$ cat config.mk
export PLATFORM = sky130hd
export DESIGN_NAME = track_current_supervisor_core
export DESIGN_NICKNAME = d
export VERILOG_FILES = /design/src/rtl/core/tcs_pkg.sv /design/src/rtl/core/tcs_cfg_regs.sv /design/src/rtl/core/tcs_in_stage.sv /design/src/rtl/core/tcs_update.sv /design/src/rtl/core/track_current_supervisor_core.sv
export SDC_FILE = /design/constraint.sdc
export NUM_CORES = 1
export LEC_CHECK = 0
export ABC_CLOCK_PERIOD_IN_PS = 20200
export BUFFER_PORTS_ARGS = -buffer_cell sky130_fd_sc_hd__buf_2
export CAP_MARGIN = 20
export CORE_ASPECT_RATIO = 1.5
export CORE_UTILIZATION = 60
export DETAILED_ROUTE_END_ITERATION = 12
export PLACE_DENSITY = 0.87
export SETUP_SLACK_MARGIN = 0.1
export SLEW_MARGIN = 20
export SYNTH_ARGS = -nofsm -noshare
export SYNTH_HDL_FRONTEND = slang
export SYNTH_SLANG_ARGS = --single-unit
$ cat constraint.sdc
create_clock -name clk -period 20.2 [get_ports clk]
set_input_delay 4.04 -clock clk [delete_from_list [all_inputs] [get_ports clk]]
set_output_delay 4.04 -clock clk [all_outputs]
set_load 0.1 [all_outputs]
$ cat src/rtl/core/tcs_pkg.sv
// shared types and constants for the track current supervisor
`timescale 1ns / 1ps

package tcs_pkg;

    localparam int TICKS_PER_LED_STEP = 10;
    localparam int STEPS_PER_SECOND   = 100;

    localparam int CFG_INDEX_W = 3;
    localparam int CFG_DATA_W  = 16;
    localparam int IN_DATA_W   = 32;
    localparam int OUT_DATA_W  = 32;

    typedef enum logic [CFG_INDEX_W-1:0] {
        CFG_ACK_CURRENT_LEVEL   = 3'd0,
        CFG_ACK_SENSE_MARGIN    = 3'd1,
        CFG_QUIESCENT_SENSE     = 3'd2,
        CFG_SHORT_CURRENT_LEVEL = 3'd3,
        CFG_SHORT_TIMEOUT       = 3'd4,
        CFG_FLASH_LENGTH        = 3'd5,
        CFG_DIM_LEVEL           = 3'd6,
        CFG_FULL_LEVEL          = 3'd7
    } cfg_index_t;

    typedef struct packed {
        logic [14:0] ack_current_level;
        logic [11:0] ack_sense_margin;
        logic [11:0] quiescent_sense;
        logic [14:0] short_current_level;
        logic [6:0]  short_timeout;
        logic [15:0] flash_length;
        logic [7:0]  dim_level;
        logic [7:0]  full_level;
    } cfg_t;

    typedef struct packed {
        logic               clear_ack;
        logic [11:0]        sense_reading;
        logic signed [15:0] current_sample;
    } tick_item_t;

    typedef struct packed {
        logic       second_pulse;
        logic [15:0] seconds;
        logic [8:0]  led_level;
        logic        output_enabled;
        logic        ack_released_flag;
        logic        ack_flag;
    } result_t;

endpackage

$ cat src/rtl/core/tcs_cfg_regs.sv
// configuration register file
`timescale 1ns / 1ps

module tcs_cfg_regs (
    input  logic                            clk,
    input  logic                            rst_n,
    input  logic                            cfg_valid,
    output logic                            cfg_ready,
    input  logic [tcs_pkg::CFG_INDEX_W-1:0] cfg_index,
    input  logic [tcs_pkg::CFG_DATA_W-1:0]  cfg_data,
    output tcs_pkg::cfg_t                   cfg
);
    import tcs_pkg::*;

    cfg_t cfg_reg;
    cfg_t cfg_next;

    assign cfg_ready = 1'b1;
    assign cfg      = cfg_reg;

    always_comb
    begin
        cfg_next = cfg_reg;
        if (cfg_valid)
        begin
            unique case (cfg_index_t'(cfg_index))
                CFG_ACK_CURRENT_LEVEL:   cfg_next.ack_current_level   = cfg_data[14:0];
                CFG_ACK_SENSE_MARGIN:    cfg_next.ack_sense_margin    = cfg_data[11:0];
                CFG_QUIESCENT_SENSE:     cfg_next.quiescent_sense     = cfg_data[11:0];
                CFG_SHORT_CURRENT_LEVEL: cfg_next.short_current_level = cfg_data[14:0];
                CFG_SHORT_TIMEOUT:       cfg_next.short_timeout       = cfg_data[6:0];
                CFG_FLASH_LENGTH:        cfg_next.flash_length        = cfg_data[15:0];
                CFG_DIM_LEVEL:           cfg_next.dim_level           = cfg_data[7:0];
                CFG_FULL_LEVEL:          cfg_next.full_level          = cfg_data[7:0];
                default:                 cfg_next = cfg_reg;
            endcase
        end
    end

    always_ff @(posedge clk or negedge rst_n)
    begin
        if (!rst_n)
        begin
            cfg_reg.ack_current_level   <= 15'd600;
            cfg_reg.ack_sense_margin    <= 12'd60;
            cfg_reg.quiescent_sense     <= 12'd0;
            cfg_reg.short_current_level <= 15'd20000;
            cfg_reg.short_timeout       <= 7'd10;
            cfg_reg.flash_length        <= 16'd100;
            cfg_reg.dim_level           <= 8'd16;
            cfg_reg.full_level          <= 8'd255;
        end
        else
        begin
            cfg_reg <= cfg_next;
        end
    end

endmodule

$ cat src/rtl/core/tcs_in_stage.sv
// input register stage for tick requests
`timescale 1ns / 1ps

module tcs_in_stage (
    input  logic                          clk,
    input  logic                          rst_n,
    input  logic                          s_tvalid,
    output logic                          s_tready,
    input  logic [tcs_pkg::IN_DATA_W-1:0] s_tdata,
    output logic                          item_valid,
    input  logic                          item_take,
    output tcs_pkg::tick_item_t           item
);
    import tcs_pkg::*;

    logic       valid_reg;
    logic       valid_next;
    tick_item_t item_reg;

    assign s_tready   = !valid_reg || item_take;
    assign item_valid = valid_reg;
    assign item       = item_reg;

    always_comb
    begin
        valid_next = valid_reg;
        if (s_tvalid && s_tready)
            valid_next = 1'b1;
        else if (item_take)
            valid_next = 1'b0;
    end

    always_ff @(posedge clk or negedge rst_n)
    begin
        if (!rst_n)
            valid_reg <= 1'b0;
        else
            valid_reg <= valid_next;
    end

    always_ff @(posedge clk)
    begin
        if (s_tvalid && s_tready)
            item_reg <= tick_item_t'(s_tdata[28:0]);
    end

endmodule

$ cat src/rtl/core/tcs_update.sv
// supervisor state update and result register
`timescale 1ns / 1ps

module tcs_update (
    input  logic                rst_n,
    input  logic                clk,
    input  tcs_pkg::cfg_t       cfg,
    input  logic                item_valid,
    output logic                item_take,
    input  tcs_pkg::tick_item_t item,
    output logic                res_valid,
    input  logic                res_ready,
    output tcs_pkg::result_t    res
);
    import tcs_pkg::*;

    localparam logic [4:0] MS_PERIOD    = 5'(TICKS_PER_LED_STEP);
    localparam logic [7:0] TENMS_PERIOD = 8'(STEPS_PER_SECOND);

    logic [15:0] flash_timer_reg, flash_timer_next;
    logic [7:0]  target_reg, target_next;
    logic [8:0]  duty_reg, duty_next;
    logic [3:0]  ms_div_reg, ms_div_next;
    logic [6:0]  tenms_div_reg, tenms_div_next;
    logic [15:0] sec_reg, sec_next;
    logic [7:0]  short_cnt_reg, short_cnt_next;
    logic        ack_seen_reg, ack_seen_next;
    logic        ack_ended_reg, ack_ended_next;
    logic        res_valid_reg;
    result_t     res_reg, res_next;

    logic        ack_detect;
    logic        over_current;
    logic [6:0]  tmo;
    logic [7:0]  tmo8;
    logic [7:0]  short_inc;
    logic [12:0] sense_limit;
    logic [4:0]  ms_inc;
    logic [7:0]  tenms_inc;
    logic [15:0] flash_loaded;
    logic        led_tick;
    logic        pulse;

    assign item_take = item_valid && (!res_valid_reg || res_ready);
    assign res_valid = res_valid_reg;
    assign res       = res_reg;

    always_comb
    begin
        tmo         = (cfg.short_timeout == 7'd0) ? 7'd1 : cfg.short_timeout;
        tmo8        = {1'b0, tmo};
        sense_limit = {1'b0, cfg.quiescent_sense} + {1'b0, cfg.ack_sense_margin};
        ack_detect  = ($signed({item.current_sample[15], item.current_sample})
                       >= $signed({2'b00, cfg.ack_current_level}))
                      || ({1'b0, item.sense_reading} >= sense_limit);
        over_current = $signed({item.current_sample[15], item.current_sample})
                       >= $signed({2'b00, cfg.short_current_level});

        // ack flags, clear applies before this tick's detection
        ack_seen_next  = item.clear_ack ? 1'b0 : ack_seen_reg;
        ack_ended_next = item.clear_ack ? 1'b0 : ack_ended_reg;
        flash_loaded   = flash_timer_reg;
        if (ack_detect)
        begin
            ack_seen_next = 1'b1;
            flash_loaded  = cfg.flash_length;
        end
        else if (ack_seen_next)
        begin
            ack_ended_next = 1'b1;
        end

        // short counter: saturates at timeout, then counts restore time
        short_inc = short_cnt_reg + 8'd1;
        if (over_current)
            short_cnt_next = (short_cnt_reg < tmo8) ? short_inc : tmo8;
        else if (short_cnt_reg >= tmo8)
            short_cnt_next = (short_inc >= {tmo, 1'b0}) ? 8'd0 : short_inc;
        else
            short_cnt_next = 8'd0;

        // tick dividers
        ms_inc    = {1'b0, ms_div_reg} + 5'd1;
        led_tick  = (ms_inc >= MS_PERIOD);
        ms_div_next = led_tick ? 4'd0 : ms_inc[3:0];

        flash_timer_next = flash_loaded;
        target_next      = target_reg;
        duty_next        = duty_reg;
        tenms_div_next   = tenms_div_reg;
        sec_next         = sec_reg;
        tenms_inc        = {1'b0, tenms_div_reg} + 8'd1;
        pulse            = 1'b0;
        if (led_tick)
        begin
            if (flash_loaded != 16'd0)
            begin
                flash_timer_next = flash_loaded - 16'd1;
                target_next = (flash_timer_next == 16'd0) ? cfg.dim_level : cfg.full_level;
            end
            if (duty_reg != {1'b0, target_next})
            begin
                if (duty_reg < {1'b0, target_next})
                    duty_next = duty_reg + 9'd2;
                else
                    duty_next = duty_reg - 9'd1;
            end
            if (tenms_inc >= TENMS_PERIOD)
            begin
                tenms_div_next = 7'd0;
                sec_next       = sec_reg + 16'd1;
                pulse          = 1'b1;
            end
            else
            begin
                tenms_div_next = tenms_inc[6:0];
            end
        end

        res_next.ack_flag          = ack_seen_next;
        res_next.ack_released_flag = ack_ended_next;
        res_next.output_enabled    = (short_cnt_next < tmo8);
        res_next.led_level         = duty_next;
        res_next.seconds           = sec_next;
        res_next.second_pulse      = pulse;
    end

    always_ff @(posedge clk or negedge rst_n)
    begin
        if (!rst_n)
        begin
            flash_timer_reg <= 16'd0;
            target_reg      <= 8'd16;
            duty_reg        <= 9'd0;
            ms_div_reg      <= 4'd0;
            tenms_div_reg   <= 7'd0;
            sec_reg         <= 16'd0;
            short_cnt_reg   <= 8'd0;
            ack_seen_reg    <= 1'b0;
            ack_ended_reg   <= 1'b0;
            res_valid_reg   <= 1'b0;
        end
        else
        begin
            if (item_take)
            begin
                flash_timer_reg <= flash_timer_next;
                target_reg      <= target_next;
                duty_reg        <= duty_next;
                ms_div_reg      <= ms_div_next;
                tenms_div_reg   <= tenms_div_next;
                sec_reg         <= sec_next;
                short_cnt_reg   <= short_cnt_next;
                ack_seen_reg    <= ack_seen_next;
                ack_ended_reg   <= ack_ended_next;
                res_valid_reg   <= 1'b1;
            end
            else if (res_ready)
            begin
                res_valid_reg <= 1'b0;
            end
        end
    end

    always_ff @(posedge clk)
    begin
        if (item_take)
            res_reg <= res_next;
    end

endmodule

$ cat src/rtl/core/track_current_supervisor_core.sv
// Track current supervisor top level: one tick request in, one status result out.
// Each tick request is held in an input register, the supervisor state (ack flags,
// short counter, LED ramp and dividers) is updated in one pass of short logic, and
// the status lands in a result register. A request is taken every clock cycle as
// long as the result side keeps up; the result is presented on m_tdata from the result
// register, after its request has passed through the input register.
// The single state update per tick sets that rate. Configuration writes are taken
// every cycle and should be issued only while no tick is in flight.
`timescale 1ns / 1ps

module track_current_supervisor_core (
    input  logic                            clk,
    input  logic                            rst_n,
    // [15:0] current_sample, [27:16] sense_reading, [28] clear_ack, [31:29] zero
    input  logic                            s_tvalid,
    output logic                            s_tready,
    input  logic [tcs_pkg::IN_DATA_W-1:0]   s_tdata,
    // [0] ack_flag, [1] ack_released_flag, [2] output_enabled, [11:3] led_level,
    // [27:12] seconds, [28] second_pulse, [31:29] zero
    output logic                            m_tvalid,
    input  logic                            m_tready,
    output logic [tcs_pkg::OUT_DATA_W-1:0]  m_tdata,
    input  logic                            cfg_valid,
    output logic                            cfg_ready,
    input  logic [tcs_pkg::CFG_INDEX_W-1:0] cfg_index,
    input  logic [tcs_pkg::CFG_DATA_W-1:0]  cfg_data
);
    import tcs_pkg::*;

    cfg_t       cfg;
    tick_item_t item;
    logic       item_valid;
    logic       item_take;
    result_t    res;

    tcs_cfg_regs u_cfg (
        .clk       (clk),
        .rst_n     (rst_n),
        .cfg_valid (cfg_valid),
        .cfg_ready (cfg_ready),
        .cfg_index (cfg_index),
        .cfg_data  (cfg_data),
        .cfg       (cfg)
    );

    tcs_in_stage u_in (
        .clk        (clk),
        .rst_n      (rst_n),
        .s_tvalid   (s_tvalid),
        .s_tready   (s_tready),
        .s_tdata    (s_tdata),
        .item_valid (item_valid),
        .item_take  (item_take),
        .item       (item)
    );

    tcs_update u_update (
        .rst_n      (rst_n),
        .clk        (clk),
        .cfg        (cfg),
        .item_valid (item_valid),
        .item_take  (item_take),
        .item       (item),
        .res_valid  (m_tvalid),
        .res_ready  (m_tready),
        .res        (res)
    );

    assign m_tdata = {3'b000, res};

endmodule
* Word-level counts from Yosys, hierarchy flattened
Cells that the tools add are included. Widths: inputs -> output; s select.
Word-level totals: flip-flop bits (word level) 223, latch bits 0, bits in writable memories 0, bits in read-only memories 0, output and inout bits 35, logic and storage cells 104, memories kept 0
Cells by class: add/subtract/negate cells 8, multiply operators 0, div/mod/pow operators 0, $lt $le $gt $ge 10, equal/unequal tests 8, shift operators 0, multiplexer cells 28, bitwise gates (word level) 0, reduce and logical (&&, ||, !) cells 22
Operator list (number):
- $mux 16 | 5
- $mux 8 | 7
- $ge 16x16->1 | 2
- $mux 9 | 3
- $reduce_and 2->1 | 9
- $add 16x1->16 const B | 1
- $logic_not 16->1 | 1
- $lt 8x7->1 | 2
- $reduce_bool 16->1 | 1
- $sub 16x1->16 const B | 1
- $mux 7 | 2
- $add 12x12->13 | 1
- $ge 12x13->1 | 1
- $eq 3x3->1 const B | 4
- $mux 1 | 10
- $add 9x2->9 const B | 1
- $lt 9x8->1 | 1
- $ne 9x8->1 | 1
- $sub 9x1->9 const B | 1
- $add 7x1->8 const B | 1
- $add 8x1->8 const B | 1
- $ge 8x7->1 | 1
- $ge 8x7->1 const B | 1
- $ge 8x8->1 | 1
- 11 further kinds | 17

* Depth between registers and ports, before layout
depth in word-level cells 13, gate-level depth with buffers 36, depth with buffers taken out 34

* Hierarchy
Synthesis repeated with hierarchy kept, for this count alone.
Unflattened totals: cells, all modules 1179, area total of the unflattened synthesis 12861.1 um^2
By module, submodules not included:
- tcs_update | instances 1, cells each 936, area an instance 8264.2 um^2
- tcs_cfg_regs | instances 1, cells each 206, area an instance 3646.0 um^2
- tcs_in_stage | instances 1, cells each 33, area an instance 924.6 um^2
- track_current_supervisor_core | instances 1, cells each 4, area an instance 26.3 um^2

* Worst setup path before layout
OpenSTA, ideal clock, no wires.
path kind input-to-output, start input port m_tready, end output port s_tready, data arrival time 4862 ps, slack 11298 ps, stages on the path 1, path through nand3b_1
Between the ends: cells in the longest elaborated chain, start to end 3
RTL lines:
- start: declaration | line track_current_supervisor_core.sv:21 | input logic m_tready,
- $logic_or 1x1->1 | line tcs_update.sv:44 | assign item_take = item_valid && (!res_valid_reg || res_ready);
- $logic_and 1x1->1 | line tcs_update.sv:44
- $logic_or 1x1->1 | line tcs_in_stage.sv:20 | assign s_tready = !valid_reg || item_take;
- end: declaration | line track_current_supervisor_core.sv:16 | output logic s_tready,
No other way between the ends.

* Worst setup path in the final report
start register u_cfg.cfg_reg (netlist bit u_cfg.cfg[55]), end register u_update.res_reg (netlist bit u_update.res[10]), data pin
Between the ends: cells in the longest elaborated chain, start to end 13, elaborated cells on any way between the ends 15, those cells by class 2 x add/sub; 2 x order compare; 1 x eq/ne; 7 x mux; 3 x reduce/logical
RTL lines:
- start: declaration | line tcs_cfg_regs.sv:15 | cfg_t cfg_reg;
- start signal: assignment | line tcs_cfg_regs.sv:55 | cfg_reg <= cfg_next;
- $add 12x12->13 * | line tcs_update.sv:52 | sense_limit = {1'b0, cfg.quiescent_sense} + {1'b0, cfg.ack_sense_margin};
- $ge 12x13->1 * | line tcs_update.sv:55 | || ({1'b0, item.sense_reading} >= sense_limit);
- $logic_or 1x1->1 * | line tcs_update.sv:55
- $mux 16 * | line tcs_update.sv:63 | if (ack_detect)
- $sub 16x1->16 | line tcs_update.sv:98 | flash_timer_next = flash_loaded - 16'd1;
- $logic_not 16->1 | line tcs_update.sv:99 | target_next = (flash_timer_next == 16'd0) ? cfg.dim_level : cfg.full_level;
- $mux 8 | line tcs_update.sv:99
- $mux 8 * | line tcs_update.sv:96 | if (flash_loaded != 16'd0)
- $mux 8 * | line tcs_update.sv:94 | if (led_tick)
- $lt 9x8->1 | line tcs_update.sv:103 | if (duty_reg < {1'b0, target_next})
- $mux 9 | line tcs_update.sv:103
- $mux 9 * | line tcs_update.sv:101 | if (duty_reg != {1'b0, target_next})
- $mux 9 * | line tcs_update.sv:94
- net u_update.duty_next[7] | line tcs_update.sv:22 | logic [8:0] duty_reg, duty_next;
- end signal: assignment | line tcs_update.sv:168 | res_reg <= res_next;
- end: declaration | line tcs_update.sv:30 | result_t res_reg, res_next;
Mark *: on every way through the listed nets, which the timed path passes. The rest lies on a longest branch. The select of a mux whose other input is x is not followed. A chain may end at the register's enable or synchronous reset.

==> results.md <==
- Status: finished clean
- Dominant cell type by area after synthesis: dfrtp_1
- Post-Syn Area: 0.0128 mm^2
- Layout area overhead: 10.6%
- Crit-path slowest cell: or4b_1
- Hold Path Class: reg -> reg
- Synth area leaders: dfrtp_1 (27%), edfxtp_1 (14%), ha_1 (9.3%)
- DP Worst Slack: 10.76 ns
- FF-to-FF setup slack: 10.52 ns
- Port Buffers: 83
- Setup WS post-layout: 10.52 ns
- Sequential fraction of the synthesis area: 0.463
- CP arrival: 9.94 ns
- Max-slew violation count: 0
- DRT Pass-1 Iters: 5
- Worst R2R Path Depth: 34
- Bufs and invs on worst path: 1
- Site row count: 65
- Cells after DPL: 1525
- WP data required: 20.45 ns
- Filler cell count: 1469
- Core Area: 0.0209 mm^2
- Starting density of the core: 0.610
- Nets: 1433
- Drt wl/cell: 18.1 um
- Vias in the first global route: 9729
- EDFF count, synth: 58
- Horiz. Die Dim: 121 um
- Clk buf depth: 3
- Fmax: 103 MHz
- Worst Hold Depth: 1
- Max Cap Viol: 0
- H-tree depth: 1
- Global route total overflow: 0
- Io pins: 91
- Worst VDD drop: 102 uV
- Inserted Diodes: 0
- Syn avg cell area: 10.5 um^2
- Cts repair resizes: 0
- Tightest Pin Transition: 1.02 ns
- Routability cong.: 0.899
- Setup violations, final: 0
- R2R Path Start: u_cfg.cfg[55]
- Drt drc: 0
- FF+latch count, synth: 223
- CP peak stage delay: 0.63 ns
- Crit path kind: reg -> reg
- Initial antenna violation count: 0
- Worst Setup End Kind: flop
- CTS buffer count: 22
- Hold path start: u_update.sec_reg[15]
- Root Driver: clkbuf_16
- Post-Synthesis Cells: 1215
- Unrepaired setup endpoints after global routing: no
- PwrDens: 123 mW/mm^2
- Finished Layout Cells: 1565
- CTS clock-pin slew for the worst setup and hold paths: 0.06 ns
- CTS tree: yes
- Die Y: 181 um
- Max reg flops: 93
- Fin crit period: 9.68 ns
- Hpwl dp: 20.1 mm
- Final period util: 0.479
- Synth top area share: 0.269
- Hold worst-path end: u_update.sec_reg[15]
- Fraction of registers with async set/reset: 0.740
- Hold Fails Final Rpt: 0
- CTS Sinks: 223
- CP max FO: 33
- Share of cells above drive strength 1: 0.200
- Drt via density: 6.19
- Worst skew pair latency: 0.52 ns
- CTS Hold Buffers Added: 0
- Die area: 0.0219 mm^2
- Startpoint Class: flop
- Pleak: 6.18 nW
- Setup TNS Final: 0 ns
- Post-CTS Setup Bufs: 0
- First-pass GRT wire length: 46.3 mm
- Post-synth cell types: 74
- Kind of cell adding the most delay to the critical path: compound AO/OA/AOI/OAI gates
- DR vias: 9694
- Dominant synthesized flop cell: dfrtp_1
- Synthesis Warnings: 0
- Rel. slew slack: 0.320
- Total track usage: 0.264
- Largest net degree at the start of global routing: 92
- R2R Path End: u_update.res[10]
- CP Depth: 34
- Final wirelength: 28.3 mm
- ANT nets after route: 0
- Clock Skews: 0.0169 ns
- First-iteration detailed-routing DRC count: 544
[synth_stat cells (10+ instances only)]
cell / count
mux2i_1: 21
nand3_1: 43
ha_1: 95
nand4_1: 18
xor2_1: 24
o21ai_0: 84
nand2_1: 112
dfrtp_1: 137
or3_1: 12
clkbuf_1: 47
a21o_1: 10
nor3_1: 31
a21oi_1: 50
mux2_2: 79
nor4_1: 12
inv_1: 61
edfxtp_1: 58
nor2_1: 60
xnor2_1: 48
dfstp_2: 28
o31ai_1: 15
a31oi_1: 12
[per-layer routing]
metal  GRT usage  part of all wire  vias to the layer above
met4       0.148             0.055                        0
li1            -                 -                     4552
met2       0.478              0.53                      330
met5           0                 0                        -
met1       0.297              0.37                     4697
met3      0.0320             0.048                      115
[through the flow]
stage	total power [mW]	utilization	cell area, um^2	hold slack, ns
final	1.74	0.675	14100	0.495
after global routing	1.84	0.675	14100	0.520
after global placement	1.28	0.641	13400	0.460
after detailed placement	1.32	0.641	13400	0.484
after CTS	1.73	0.675	14100	0.495
after floorplan	1.15	-	12800	0.449
[worst reg2reg max path, delay by kind of cell (launching register included)]
kind                     cells  cell delay (ns)
AO/OA/AOI/OAI               14             2.89
AND/OR/NAND/NOR              8             2.21
multiplexers                 4             1.45
adder cells (fa/ha/maj)      4             1.31
XOR/XNOR                     3             0.79
buffers and inverters        1             0.39
flip-flops                   1             0.38
[layout by cell type, fill, tap and decap left out, types with 10 or more instances in the layout]
master	n
a21o_1	10
a21oi_1	50
a31oi_1	12
buf_2	82
buf_4	11
clkbuf_16	23
dfrtp_1	137
dfstp_2	28
edfxtp_1	58
ha_1	95
inv_1	61
mux2_2	79
mux2i_1	21
nand2_1	112
nand3_1	43
nand4_1	18
nor2_1	60
nor3_1	30
nor4_1	12
o21ai_0	84
o31ai_1	15
or3_1	12
xnor2_1	48
xor2_1	24
[layout make-up]
type	instances	area [um^2]	area share
multi-input combinational	877	6410	0.455
clock buffer	26	587	0.0416
clock inverter	14	126	0.00896
sequential	223	5910	0.419
inverter	63	236	0.0168
tap	268	335	0.0238
timing repair buffer	94	504	0.0357
[logic make-up (layout without fill, tap and decap cells)]
kind of cell	Yosys count	after routing	share of synthesized area
multiplexers	108	108	0.0963
other	2	4	0.000589
adder cells (fa/ha/maj)	96	96	0.0948
XOR/XNOR	72	72	0.0495
AND/OR/NAND/NOR	357	357	0.141
buffers and inverters	117	197	0.0357
AO/OA/AOI/OAI	240	240	0.119
flip-flops	223	223	0.463
[how the worst max path moves through the flow]
stage                  startpoint                to  slack, ns
floorplan                m_tready          s_tready      11.30
global placement    u_cfg.cfg[55]   u_update.res[7]      11.06
detailed placement  u_cfg.cfg[55]  u_update.res[10]      10.76
CTS                 u_cfg.cfg[55]  u_update.res[10]      10.67
global route        u_cfg.cfg[55]  u_update.res[10]      10.02
finish              u_cfg.cfg[55]  u_update.res[10]      10.52
[report_power, final]
part	total, mW	leakage [nW]	internal (mW)	switching, mW
sequential	0.658	2.57	0.571	0.0879
combinational	0.670	3.26	0.256	0.414
clock	0.409	0.351	0.234	0.175
total	1.74	6.18	1.06	0.677
Note: power is estimated with default switching activity, not from simulation.
